==> src/sv/itdt_pkg.sv <==
`timescale 1ns / 1ps

package itdt_pkg;

  localparam int MAX_DIGITS      = 10;
  localparam int DIGIT_W         = 4;
  localparam int VALUE_W         = 32;
  localparam int CAP_W           = 16;
  localparam int CHAR_W          = 8;
  localparam int CNT_W           = 4;
  localparam int STEPS_PER_STAGE = 4;

  localparam logic [CHAR_W-1:0] CHAR_NUL   = 8'h00;
  localparam logic [CHAR_W-1:0] CHAR_ZERO  = 8'h30;
  localparam logic [CHAR_W-1:0] CHAR_MINUS = 8'h2D;

  typedef logic [DIGIT_W-1:0] digit_t;

  typedef struct packed {
    digit_t [MAX_DIGITS-1:0] digits;
    logic [CNT_W-1:0]        count;
    logic                    negative;
    logic                    failed;
  } conv_t;

endpackage

==> src/sv/itdt_if.sv <==
`timescale 1ns / 1ps

interface itdt_in_if;
  logic                                valid;
  logic                                ready;
  logic signed [itdt_pkg::VALUE_W-1:0] value;
  logic [itdt_pkg::CAP_W-1:0]          buffer_length;

  modport source (output valid, value, buffer_length, input ready);
  modport sink (input valid, value, buffer_length, output ready);
endinterface

interface itdt_out_if;
  logic                        valid;
  logic                        ready;
  logic [itdt_pkg::CHAR_W-1:0] character;
  logic                        last;
  logic                        failed;

  modport source (output valid, character, last, failed, input ready);
  modport sink (input valid, character, last, failed, output ready);
endinterface

==> src/sv/integer_to_decimal_text.sv <==
`timescale 1ns / 1ps
// An accepted beat passes the input register, the double-dabble stages and
// the count register; the serializer then emits one character per cycle
// while out_o.ready is high: any minus sign, then digits, or one error beat.
// The double-dabble pipeline accepts a beat every cycle when unstalled.
// Reset: asynchronous, active low; clears all valid bits, no item is held.

module integer_to_decimal_text (
  input  logic       clk_i,
  input  logic       rst_ni,
  itdt_in_if.sink    in_i,
  itdt_out_if.source out_o
);
  import itdt_pkg::*;

  logic             conv_valid;
  logic             conv_ready;
  conv_t            conv;

  logic             busy_q;
  logic             fail_q;
  logic             sign_q;
  logic [CNT_W-1:0] idx_q;
  digit_t           dig_q [MAX_DIGITS];

  logic             last_w;
  logic             take;
  logic             load;

  itdt_bcd_pipe u_pipe (
    .clk_i        (clk_i),
    .rst_ni       (rst_ni),
    .in_i         (in_i),
    .conv_valid_o (conv_valid),
    .conv_ready_i (conv_ready),
    .conv_o       (conv)
  );

  assign last_w     = fail_q || (!sign_q && (idx_q == '0));
  assign take       = busy_q && out_o.ready;
  assign conv_ready = !busy_q || (out_o.ready && last_w);
  assign load       = conv_ready && conv_valid;

  always_ff @(posedge clk_i or negedge rst_ni) begin
    if (!rst_ni) begin
      busy_q <= 1'b0;
      sign_q <= 1'b0;
      fail_q <= 1'b0;
      idx_q  <= '0;
    end else if (load) begin
      busy_q <= 1'b1;
      fail_q <= conv.failed;
      sign_q <= conv.negative;
      idx_q  <= conv.count - CNT_W'(1);
    end else if (take) begin
      if (last_w) begin
        busy_q <= 1'b0;
      end else if (sign_q) begin
        sign_q <= 1'b0;
      end else begin
        idx_q <= idx_q - CNT_W'(1);
      end
    end
  end

  always_ff @(posedge clk_i) begin
    if (load) begin
      for (int i = 0; i < MAX_DIGITS; i++) begin
        dig_q[i] <= conv.digits[i];
      end
    end
  end

  assign out_o.valid  = busy_q;
  assign out_o.last   = last_w;
  assign out_o.failed = fail_q;

  always_comb begin
    if (fail_q) begin
      out_o.character = CHAR_NUL;
    end else if (sign_q) begin
      out_o.character = CHAR_MINUS;
    end else begin
      out_o.character = CHAR_ZERO + CHAR_W'(dig_q[idx_q]);
    end
  end

endmodule

==> src/sv/itdt_bcd_pipe.sv <==
`timescale 1ns / 1ps

module itdt_bcd_pipe (
  input  logic            clk_i,
  input  logic            rst_ni,
  itdt_in_if.sink         in_i,
  output logic            conv_valid_o,
  input  logic            conv_ready_i,
  output itdt_pkg::conv_t conv_o
);
  import itdt_pkg::*;

  localparam int BcdW    = MAX_DIGITS * DIGIT_W;
  localparam int DabStgs = VALUE_W / STEPS_PER_STAGE;

  logic                 vld_q [0:DabStgs];
  logic                 en    [0:DabStgs];
  logic [BcdW-1:0]      bcd_q [0:DabStgs];
  logic [VALUE_W-1:0]   bin_q [0:DabStgs];
  logic                 neg_q [0:DabStgs];
  logic [CAP_W-1:0]     cap_q [0:DabStgs];

  logic                 cnt_en;
  logic                 cnt_vld_q;
  conv_t                conv_d, conv_q;

  assign cnt_en     = !cnt_vld_q || conv_ready_i;
  assign in_i.ready = en[0];

  for (genvar s = 0; s <= DabStgs; s++) begin : g_en
    if (s == DabStgs) begin : g_tail
      assign en[s] = !vld_q[s] || cnt_en;
    end else begin : g_body
      assign en[s] = !vld_q[s] || en[s+1];
    end
  end

  always_ff @(posedge clk_i or negedge rst_ni) begin
    if (!rst_ni) begin
      vld_q[0] <= 1'b0;
    end else if (en[0]) begin
      vld_q[0] <= in_i.valid;
    end
  end

  always_ff @(posedge clk_i) begin
    if (en[0]) begin
      neg_q[0] <= in_i.value[VALUE_W-1];
      bin_q[0] <= in_i.value[VALUE_W-1] ? (VALUE_W'(0) - VALUE_W'(in_i.value))
                                         : VALUE_W'(in_i.value);
      bcd_q[0] <= '0;
      cap_q[0] <= in_i.buffer_length;
    end
  end

  for (genvar s = 1; s <= DabStgs; s++) begin : g_dab
    logic [BcdW-1:0]    bcd_d;
    logic [VALUE_W-1:0] bin_d;

    always_comb begin
      logic [BcdW-1:0]    b;
      logic [VALUE_W-1:0] m;
      b = bcd_q[s-1];
      m = bin_q[s-1];
      for (int k = 0; k < STEPS_PER_STAGE; k++) begin
        for (int i = 0; i < MAX_DIGITS; i++) begin
          if (b[i*DIGIT_W +: DIGIT_W] >= DIGIT_W'(5)) begin
            b[i*DIGIT_W +: DIGIT_W] = b[i*DIGIT_W +: DIGIT_W] + DIGIT_W'(3);
          end
        end
        b = {b[BcdW-2:0], m[VALUE_W-1]};
        m = {m[VALUE_W-2:0], 1'b0};
      end
      bcd_d = b;
      bin_d = m;
    end

    always_ff @(posedge clk_i or negedge rst_ni) begin
      if (!rst_ni) begin
        vld_q[s] <= 1'b0;
      end else if (en[s]) begin
        vld_q[s] <= vld_q[s-1];
      end
    end

    always_ff @(posedge clk_i) begin
      if (en[s]) begin
        bcd_q[s] <= bcd_d;
        bin_q[s] <= bin_d;
        neg_q[s] <= neg_q[s-1];
        cap_q[s] <= cap_q[s-1];
      end
    end
  end

  always_comb begin
    logic [CNT_W-1:0] cnt;
    logic [CNT_W:0]   total;
    cnt = CNT_W'(1);
    for (int i = 1; i < MAX_DIGITS; i++) begin
      if (bcd_q[DabStgs][i*DIGIT_W +: DIGIT_W] != '0) begin
        cnt = CNT_W'(i + 1);
      end
    end
    total           = {1'b0, cnt} + (CNT_W+1)'(neg_q[DabStgs]);
    conv_d.digits   = bcd_q[DabStgs];
    conv_d.count    = cnt;
    conv_d.negative = neg_q[DabStgs];
    conv_d.failed   = (cap_q[DabStgs] == '0) || (CAP_W'(total) >= cap_q[DabStgs]);
  end

  always_ff @(posedge clk_i or negedge rst_ni) begin
    if (!rst_ni) begin
      cnt_vld_q <= 1'b0;
    end else if (cnt_en) begin
      cnt_vld_q <= vld_q[DabStgs];
    end
  end

  always_ff @(posedge clk_i) begin
    if (cnt_en) begin
      conv_q <= conv_d;
    end
  end

  assign conv_valid_o = cnt_vld_q;
  assign conv_o       = conv_q;

endmodule
==> src/flat_wrapper.sv <==
// flat-port wrapper written by rule: the top's interface ports become plain ports
module integer_to_decimal_text_flat import itdt_pkg::*;
  (clk_i, rst_ni, in_i_valid, in_i_value, in_i_buffer_length, in_i_ready, out_o_valid, out_o_character, out_o_last, out_o_failed, out_o_ready);
  itdt_in_if in_i_i ();
  itdt_out_if out_o_i ();
  input  logic clk_i;
  input  logic rst_ni;
  input wire logic [$bits(in_i_i.valid)-1:0] in_i_valid;
  input wire logic [$bits(in_i_i.value)-1:0] in_i_value;
  input wire logic [$bits(in_i_i.buffer_length)-1:0] in_i_buffer_length;
  output wire logic [$bits(in_i_i.ready)-1:0] in_i_ready;
  output wire logic [$bits(out_o_i.valid)-1:0] out_o_valid;
  output wire logic [$bits(out_o_i.character)-1:0] out_o_character;
  output wire logic [$bits(out_o_i.last)-1:0] out_o_last;
  output wire logic [$bits(out_o_i.failed)-1:0] out_o_failed;
  input wire logic [$bits(out_o_i.ready)-1:0] out_o_ready;
  assign in_i_i.valid = in_i_valid;
  assign in_i_i.value = in_i_value;
  assign in_i_i.buffer_length = in_i_buffer_length;
  assign in_i_ready = in_i_i.ready;
  assign out_o_valid = out_o_i.valid;
  assign out_o_character = out_o_i.character;
  assign out_o_last = out_o_i.last;
  assign out_o_failed = out_o_i.failed;
  assign out_o_i.ready = out_o_ready;
  integer_to_decimal_text u_core (.clk_i(clk_i), .rst_ni(rst_ni), .in_i(in_i_i), .out_o(out_o_i));
endmodule
==> config.mk <==
export PLATFORM = sky130hd
export DESIGN_NAME = integer_to_decimal_text_flat
export DESIGN_NICKNAME = d
export VERILOG_FILES = /design/src/sv/itdt_pkg.sv /design/src/sv/itdt_if.sv /design/src/sv/integer_to_decimal_text.sv /design/src/sv/itdt_bcd_pipe.sv /design/src/flat_wrapper.sv
export SDC_FILE = /design/constraint.sdc
export NUM_CORES = 1
export LEC_CHECK = 0
export ABC_AREA = 1
export BUFFER_PORTS_ARGS = -buffer_cell sky130_fd_sc_hd__buf_2
export CAP_MARGIN = 20
export CORE_MARGIN = 2
export CORE_UTILIZATION = 55
export DETAILED_ROUTE_END_ITERATION = 12
export PLACE_DENSITY = 0.69
export SYNTH_ARGS = -nofsm -noshare
export SYNTH_HDL_FRONTEND = slang
export SYNTH_SLANG_ARGS = --single-unit
==> constraint.sdc <==
create_clock -name clk_i -period 9.1 [get_ports clk_i]
set_input_delay 1.82 -clock clk_i [delete_from_list [all_inputs] [get_ports clk_i]]
set_output_delay 1.82 -clock clk_i [all_outputs]
set_load 0.01 [all_outputs]
==> results of run 1 <==
==> Yosys cell counts (all sizes together), types with 17 or more instances <==
library cell / number
nor2: 211
xor2: 55
and2: 48
a21oi: 68
inv: 776
nand4: 74
nand3: 499
nand2: 1340
dfrtp: 17
ha: 328
edfxtp: 568
o21ai: 247
nand3b: 26
or2: 67
==> metal layers <==
metal	routed length, um	track usage [%]	vias up
met5	0	0	-
li1	-	-	14700
met4	1340	4.91	0
met2	28700	31.4	258
met3	1680	2.29	79
met1	27500	21.4	12000
==> cell families after synthesis <==
group	after synthesis	share of synthesized area (%)
AOI/OAI and AO/OA	356	5.50
DFF	585	46.9
other	1	0.0101
buffers and inverters	786	7.93
xor gates and xnor gates	70	1.64
and+or+nand+nor	2286	27.0
adders and majority gates	328	11.0
==> area by class of cell <==
class / instances / area share (%)
sequential: 585 / 42.8
clock inverter: 42 / 1.22
inverter: 776 / 7.13
timing repair buffer: 72 / 1.01
multi-input combinational: 3043 / 41.3
clock buffer: 72 / 3.86
tap: 873 / 2.67
==> sequential cells by signal, summed over array words and instances, names as in the netlist <==
name,flops
u_core.out_o.valid,1
u_core.u_pipe.vld_q,9
u_core.u_pipe.neg_q,9
u_core.u_pipe.conv_valid_o,1
u_core.idx_q,4
u_core.u_pipe.conv_o,46
u_core.dig_q,40
u_core.out_o.failed,1
u_core.u_pipe.cap_q,144
u_core.sign_q,1
u_core.u_pipe.bcd_q,185
u_core.u_pipe.bin_q,144
==> worst max path at each step <==
stage / from / end / depth (start not counted)
after floorplan: out_o_ready / in_i_ready / 8
after global placement: out_o_ready / in_i_ready / 10
after detailed placement: out_o_ready / in_i_ready / 10
after CTS: u_core.idx_q[0] / in_i_ready / 10
after global routing: u_core.idx_q[0] / in_i_ready / 11
final: u_core.idx_q[0] / in_i_ready / 11
==> through the flow <==
stage	setup slack, ns	instance area (um^2)	hold WS (ns)
after detailed placement	2.84	38700	0.405
after floorplan	0.879	37300	0.400
after CTS	2.67	40800	0.414
final	3.08	40900	0.411
after global placement	2.81	38700	0.401
after global routing	2.64	40900	0.415
==> critical path, cell delays in order, from the launching register on <==
cell and delay [ns]:
dfrtp_1 0.73, inv_1 0.46, nand4_1 0.25, nand3_1 0.14, nand2_2 0.17, nand4_4 0.16, nor2_2 0.30, nand4_4 0.51
buf_12 0.37, nor2_2 0.20, nand3_2 0.11, buf_2 0.16
==> results.py, run 1 <==
metrics = {
    "yosys": {
        "synth_cell_types": 48,
        "avgSynthCellArea_um2": 8.45,
        "yosysTopAreaCellShare_pct": 45.7,
        "seq_area_frac_synth_pct": 46.9,
        "yosys-top-cells-area": "edfxtp_1 (46%), nand2_1 (13%), ha_1 (11%), inv_1 (7.7%), nand3_1 (6.4%)",
        "synth_edf_count": 568,
        "syn_inst": 4412,
        "synth_seq_cells": 585,
        "yosysWarnings": 0,
        "async_reset_ff_share_pct": 2.91,
        "yosysTopAreaCell": "edfxtp_1",
        "synth_area_um2": 37300,
        "synthFlopType": "edfxtp_1",
    },
    "sta": {
        "finalSetupViolations": 0,
        "drv_slew": 0,
        "tns_ns": 0,
        "max_freq_mhz": 166,
        "skew_ns": 0.0708,
        "hold_violations": 0,
        "worst_slew_pin_slew_ns": 0.801,
        "slew_headroom_pct": 46.1,
        "finalCriticalPeriod_ns": 6.02,
        "finalCritPeriodShare_pct": 66.2,
        "rsz0062_at_grt": "false",
    },
    "placement": {
        "dp_cells": 5347,
        "io_buffers": 61,
        "gp_congestion": 0.849,
        "dpl.hpwl_um": 44600,
    },
    "layout": {
        "final_common_cell": "nand2_1",
        "post-route-util_pct": 60.8,
        "diodes": 0,
        "finalNetCount": 4918,
        "syn2layout_area_growth_pct": 9.59,
        "multi_input_area_um2": 16900,
        "regArea_um2": 17500,
        "drive_gt1_share_pct": 7.82,
        "final_cell_mix": "nand2_1 (1,306), inv_1 (762), edfxtp_1 (568)",
        "fillers": 5729,
        "fin_cells": 5463,
    },
    "clock_tree": {
        "cts.sinks": 585,
        "hold_buffers": 0,
        "cts_resized": 0,
        "cts_tree": "built",
        "post_cts_buffers": 0,
        "clk_latency_ns": 0.66,
        "htree_levels": 2,
        "clk_pin_slew_ns": 0.06,
        "clockBufferDepth": 3,
        "cts_made_buffers": 60,
        "clock-root-buffer": "clkbuf_16",
    },
    "grt": {
        "antenna_found_initial": 0,
        "gr-usage-all-layers_pct": 17.2,
        "overflow": 0,
        "grt_pass1_wl_um": 104000,
        "grt_start_max_net_pins": 60,
        "first_global_vias": 24900,
    },
    "setup_path": {
        "reg2reg_slack_ns": 4.72,
        "startpoint_type": "flop",
        "cp_data_arrival_time_ns": 4.20,
        "critical_path_class": "reg2out",
        "crit-reg2reg-launch": "u_core.u_pipe.bcd_q[0][268]",
        "r2r-end": "u_core.u_pipe.bcd_q[0][309]",
        "r2r_cells": 27,
        "crit_fanout": 29,
        "setup.worst_path.end_class": "primary output",
        "worst_ep_required_time_ns": 7.28,
    },
    "worst_hold_path": {
        "worstHoldEndpoint": "u_core.dig_q[7][2]",
        "worstHoldPathCells": 0,
        "hold_start": "u_core.u_pipe.conv_o[36]",
        "min_path_type": "reg2reg",
    },
    "detailed_routing": {
        "vias": 27100,
        "drt-total-wl_um": 59300,
        "initialDrtViolationCount": 1241,
        "postRouteAntennaNets": 0,
        "drc": 0,
        "post_drt_wl_per_cell_um": 10.8,
        "dr.pass1.iters": 5,
        "via_per_inst": 4.95,
    },
    "floorplanning": {
        "die_w_um": 264,
        "die_area_um2": 69900,
        "die_h_um": 264,
        "pin_count": 64,
        "start_util_pct": 55.5,
        "num_rows": 95,
        "core_area_um2": 67200,
    },
    "job": {
        "drv_cap": 0,
    },
    "status": {
        "outcome": "finished, final reports clean",
    },
}
Power of run 1 is left out: the tool's default activity adds up to more than one toggle a clock period on the data nets, which glitch-free logic cannot reach.
==> run 2, diff against run 1 <==
--- a/config.mk
+++ b/config.mk
@@ -11,7 +11,7 @@
 export CORE_MARGIN = 2
 export CORE_UTILIZATION = 55
 export DETAILED_ROUTE_END_ITERATION = 12
-export PLACE_DENSITY = 0.69
+export PLACE_DENSITY = 0.72
 export SYNTH_ARGS = -nofsm -noshare
 export SYNTH_HDL_FRONTEND = slang
 export SYNTH_SLANG_ARGS = --single-unit
==> constraint.sdc (replaced) <==
create_clock -name clk_i -period 5.2 [get_ports clk_i]
set_input_delay 1.04 -clock clk_i [delete_from_list [all_inputs] [get_ports clk_i]]
set_output_delay 1.04 -clock clk_i [all_outputs]
set_load 0.01 [all_outputs]
==> results.py, run 2 (synthesized netlist as in run 1, its figures left out) <==
metrics = {
    "status": {
        "outcome": "finished, final reports clean",
    },
    "setup_path": {
        "startpoint_type": "flop",
        "crit_cells": 27,
        "reg2reg_slack_ns": 0.77,
        "r2r_cells": 27,
        "r2r-end": "u_core.u_pipe.bcd_q[0][309]",
        "worst_path_max_delay_cell": "edfxtp_1",
        "path_buf_inv": 7,
        "setup.worst_path.end_class": "flop",
        "max_stage_delay_ns": 0.38,
        "crit-reg2reg-launch": "u_core.u_pipe.bcd_q[0][268]",
        "path_delay_family": "simple AND/OR/NAND/NOR gates",
        "critical_path_class": "reg2reg",
        "worst_ep_required_time_ns": 5.56,
        "cp_data_arrival_time_ns": 4.79,
        "path_common_cell": "inv_1",
        "crit_fanout": 4,
    },
    "layout": {
        "top_regs": "u_core.u_pipe.bcd_q: 185 flops, u_core.u_pipe.bin_q: 144 flops, u_core.u_pipe.cap_q: 144 flops",
        "finalNetCount": 4920,
        "largest_register": "u_core.u_pipe.bcd_q",
        "drive_gt1_share_pct": 7.80,
        "final_common_cell": "nand2_1",
        "diodes": 0,
        "stdcell_area_um2": 40900,
        "final_cell_mix": "nand2_1 (1,306), inv_1 (762), edfxtp_1 (568)",
        "largest_reg_flops": 185,
        "syn2layout_area_growth_pct": 9.72,
    },
    "floorplanning": {
        "num_rows": 95,
        "die_w_um": 264,
        "core_area_um2": 67200,
        "start_util_pct": 55.5,
        "pin_count": 64,
        "die_area_um2": 69900,
        "die_h_um": 264,
    },
    "clock_tree": {
        "htree_levels": 2,
        "hold_buffers": 0,
        "cts_resized": 0,
        "clockBufferDepth": 3,
        "cts_made_buffers": 61,
        "clock-root-buffer": "clkbuf_16",
        "clk_pin_slew_ns": 0.06,
        "clk_latency_ns": 0.64,
        "post_cts_buffers": 0,
        "cts.sinks": 585,
        "cts_tree": "built",
    },
    "grt": {
        "gr-usage-all-layers_pct": 17.4,
        "first_global_vias": 25400,
        "grt_start_max_net_pins": 60,
        "grt_pass1_wl_um": 106000,
        "overflow": 0,
        "antenna_found_initial": 0,
    },
    "placement": {
        "io_buffers": 61,
        "dpl.hpwl_um": 44900,
        "gp_congestion": 0.823,
        "place_area_um2": 38800,
    },
    "detailed_routing": {
        "via_per_inst": 4.98,
        "vias": 27200,
        "dr.pass1.iters": 5,
        "drc": 0,
        "drt-total-wl_um": 59600,
        "initialDrtViolationCount": 1280,
        "postRouteAntennaNets": 0,
        "post_drt_wl_per_cell_um": 10.9,
    },
    "sta": {
        "tns_ns": 0,
        "rsz0062_at_grt": "false",
        "max_freq_mhz": 226,
        "skew_ns": 0.0348,
        "worst_slew_pin_slew_ns": 0.869,
        "finalCriticalPeriod_ns": 4.43,
        "drv_slew": 0,
        "finalCritPeriodShare_pct": 85.1,
        "hold_violations": 0,
        "finalSetupViolations": 0,
        "slew_headroom_pct": 42.0,
    },
    "job": {
        "drv_cap": 0,
    },
    "worst_hold_path": {
        "min_path_type": "in2async",
    },
}
-- run 2: changes by cell type in the layout (fill, tap and decap cells not counted), sizes merged --
cell	delta
clkbuf	-1
inv	-2
buf	+1
clkinvlp	+1
bufinv	+3
clkinv	-4
-- run 2: metrics by stage --
stage	hold WS, ns	setup WS [ns]	instances	util (%)
floorplan	0.400	0.0344	4414	-
global placement	0.400	0.876	5349	57.7
detailed placement	0.405	0.740	5349	57.7
CTS	0.338	0.737	5460	60.9
global route	0.373	0.221	5461	60.9
finish	0.369	0.775	5461	60.9
-- run 2: layer usage --
layer  wire length [um]  track usage [%]
met1              26600             20.5
met2              29900             33.0
met3               1610             2.10
met4               1460             5.08
met5                  0                0
-- run 2: worst max-delay path by stage --
stage	slack, ns	to	from
final	0.77	u_core.u_pipe.bcd_q[0][309]	u_core.u_pipe.bcd_q[0][268]
after global routing	0.22	u_core.u_pipe.bcd_q[0][310]	u_core.u_pipe.bcd_q[0][268]
after CTS	0.74	u_core.u_pipe.bcd_q[0][309]	u_core.u_pipe.bcd_q[0][268]
after detailed placement	0.74	u_core.u_pipe.bcd_q[0][309]	u_core.u_pipe.bcd_q[0][268]
after global placement	0.88	u_core.u_pipe.bcd_q[0][309]	u_core.u_pipe.bcd_q[0][268]
after floorplan	0.03	in_i_ready	out_o_ready
-- run 2: cell type report --
class / instances / area [um^2]
clock buffer: 71 / 1560
clock inverter: 40 / 561
fill: 5633 / 26300
inverter: 776 / 2910
multi-input combinational: 3043 / 16900
sequential: 585 / 17500
tap: 873 / 1090
timing repair buffer: 73 / 408
-- run 2: worst register-to-register path, cell delays in order (launching register included) --
cell and delay [ns]:
edfxtp_1 0.38, inv_1 0.12, ha_1 0.15, inv_1 0.04, ha_1 0.16, inv_1 0.08, nand2_1 0.10, xor2_1 0.31
ha_1 0.22, inv_1 0.05, or2_2 0.28, nand3_1 0.10, nand2_1 0.08, xnor2_1 0.33, ha_1 0.20, inv_1 0.06
or2_2 0.27, nand3_1 0.10, nand2_1 0.09, inv_1 0.08, nand2_1 0.05, nand2_1 0.12, ha_1 0.16, inv_1 0.05
or2_2 0.26, nand3_1 0.09, nand2_1 0.09, xor2_1 0.14
Power of run 2 is left out for the same reason.
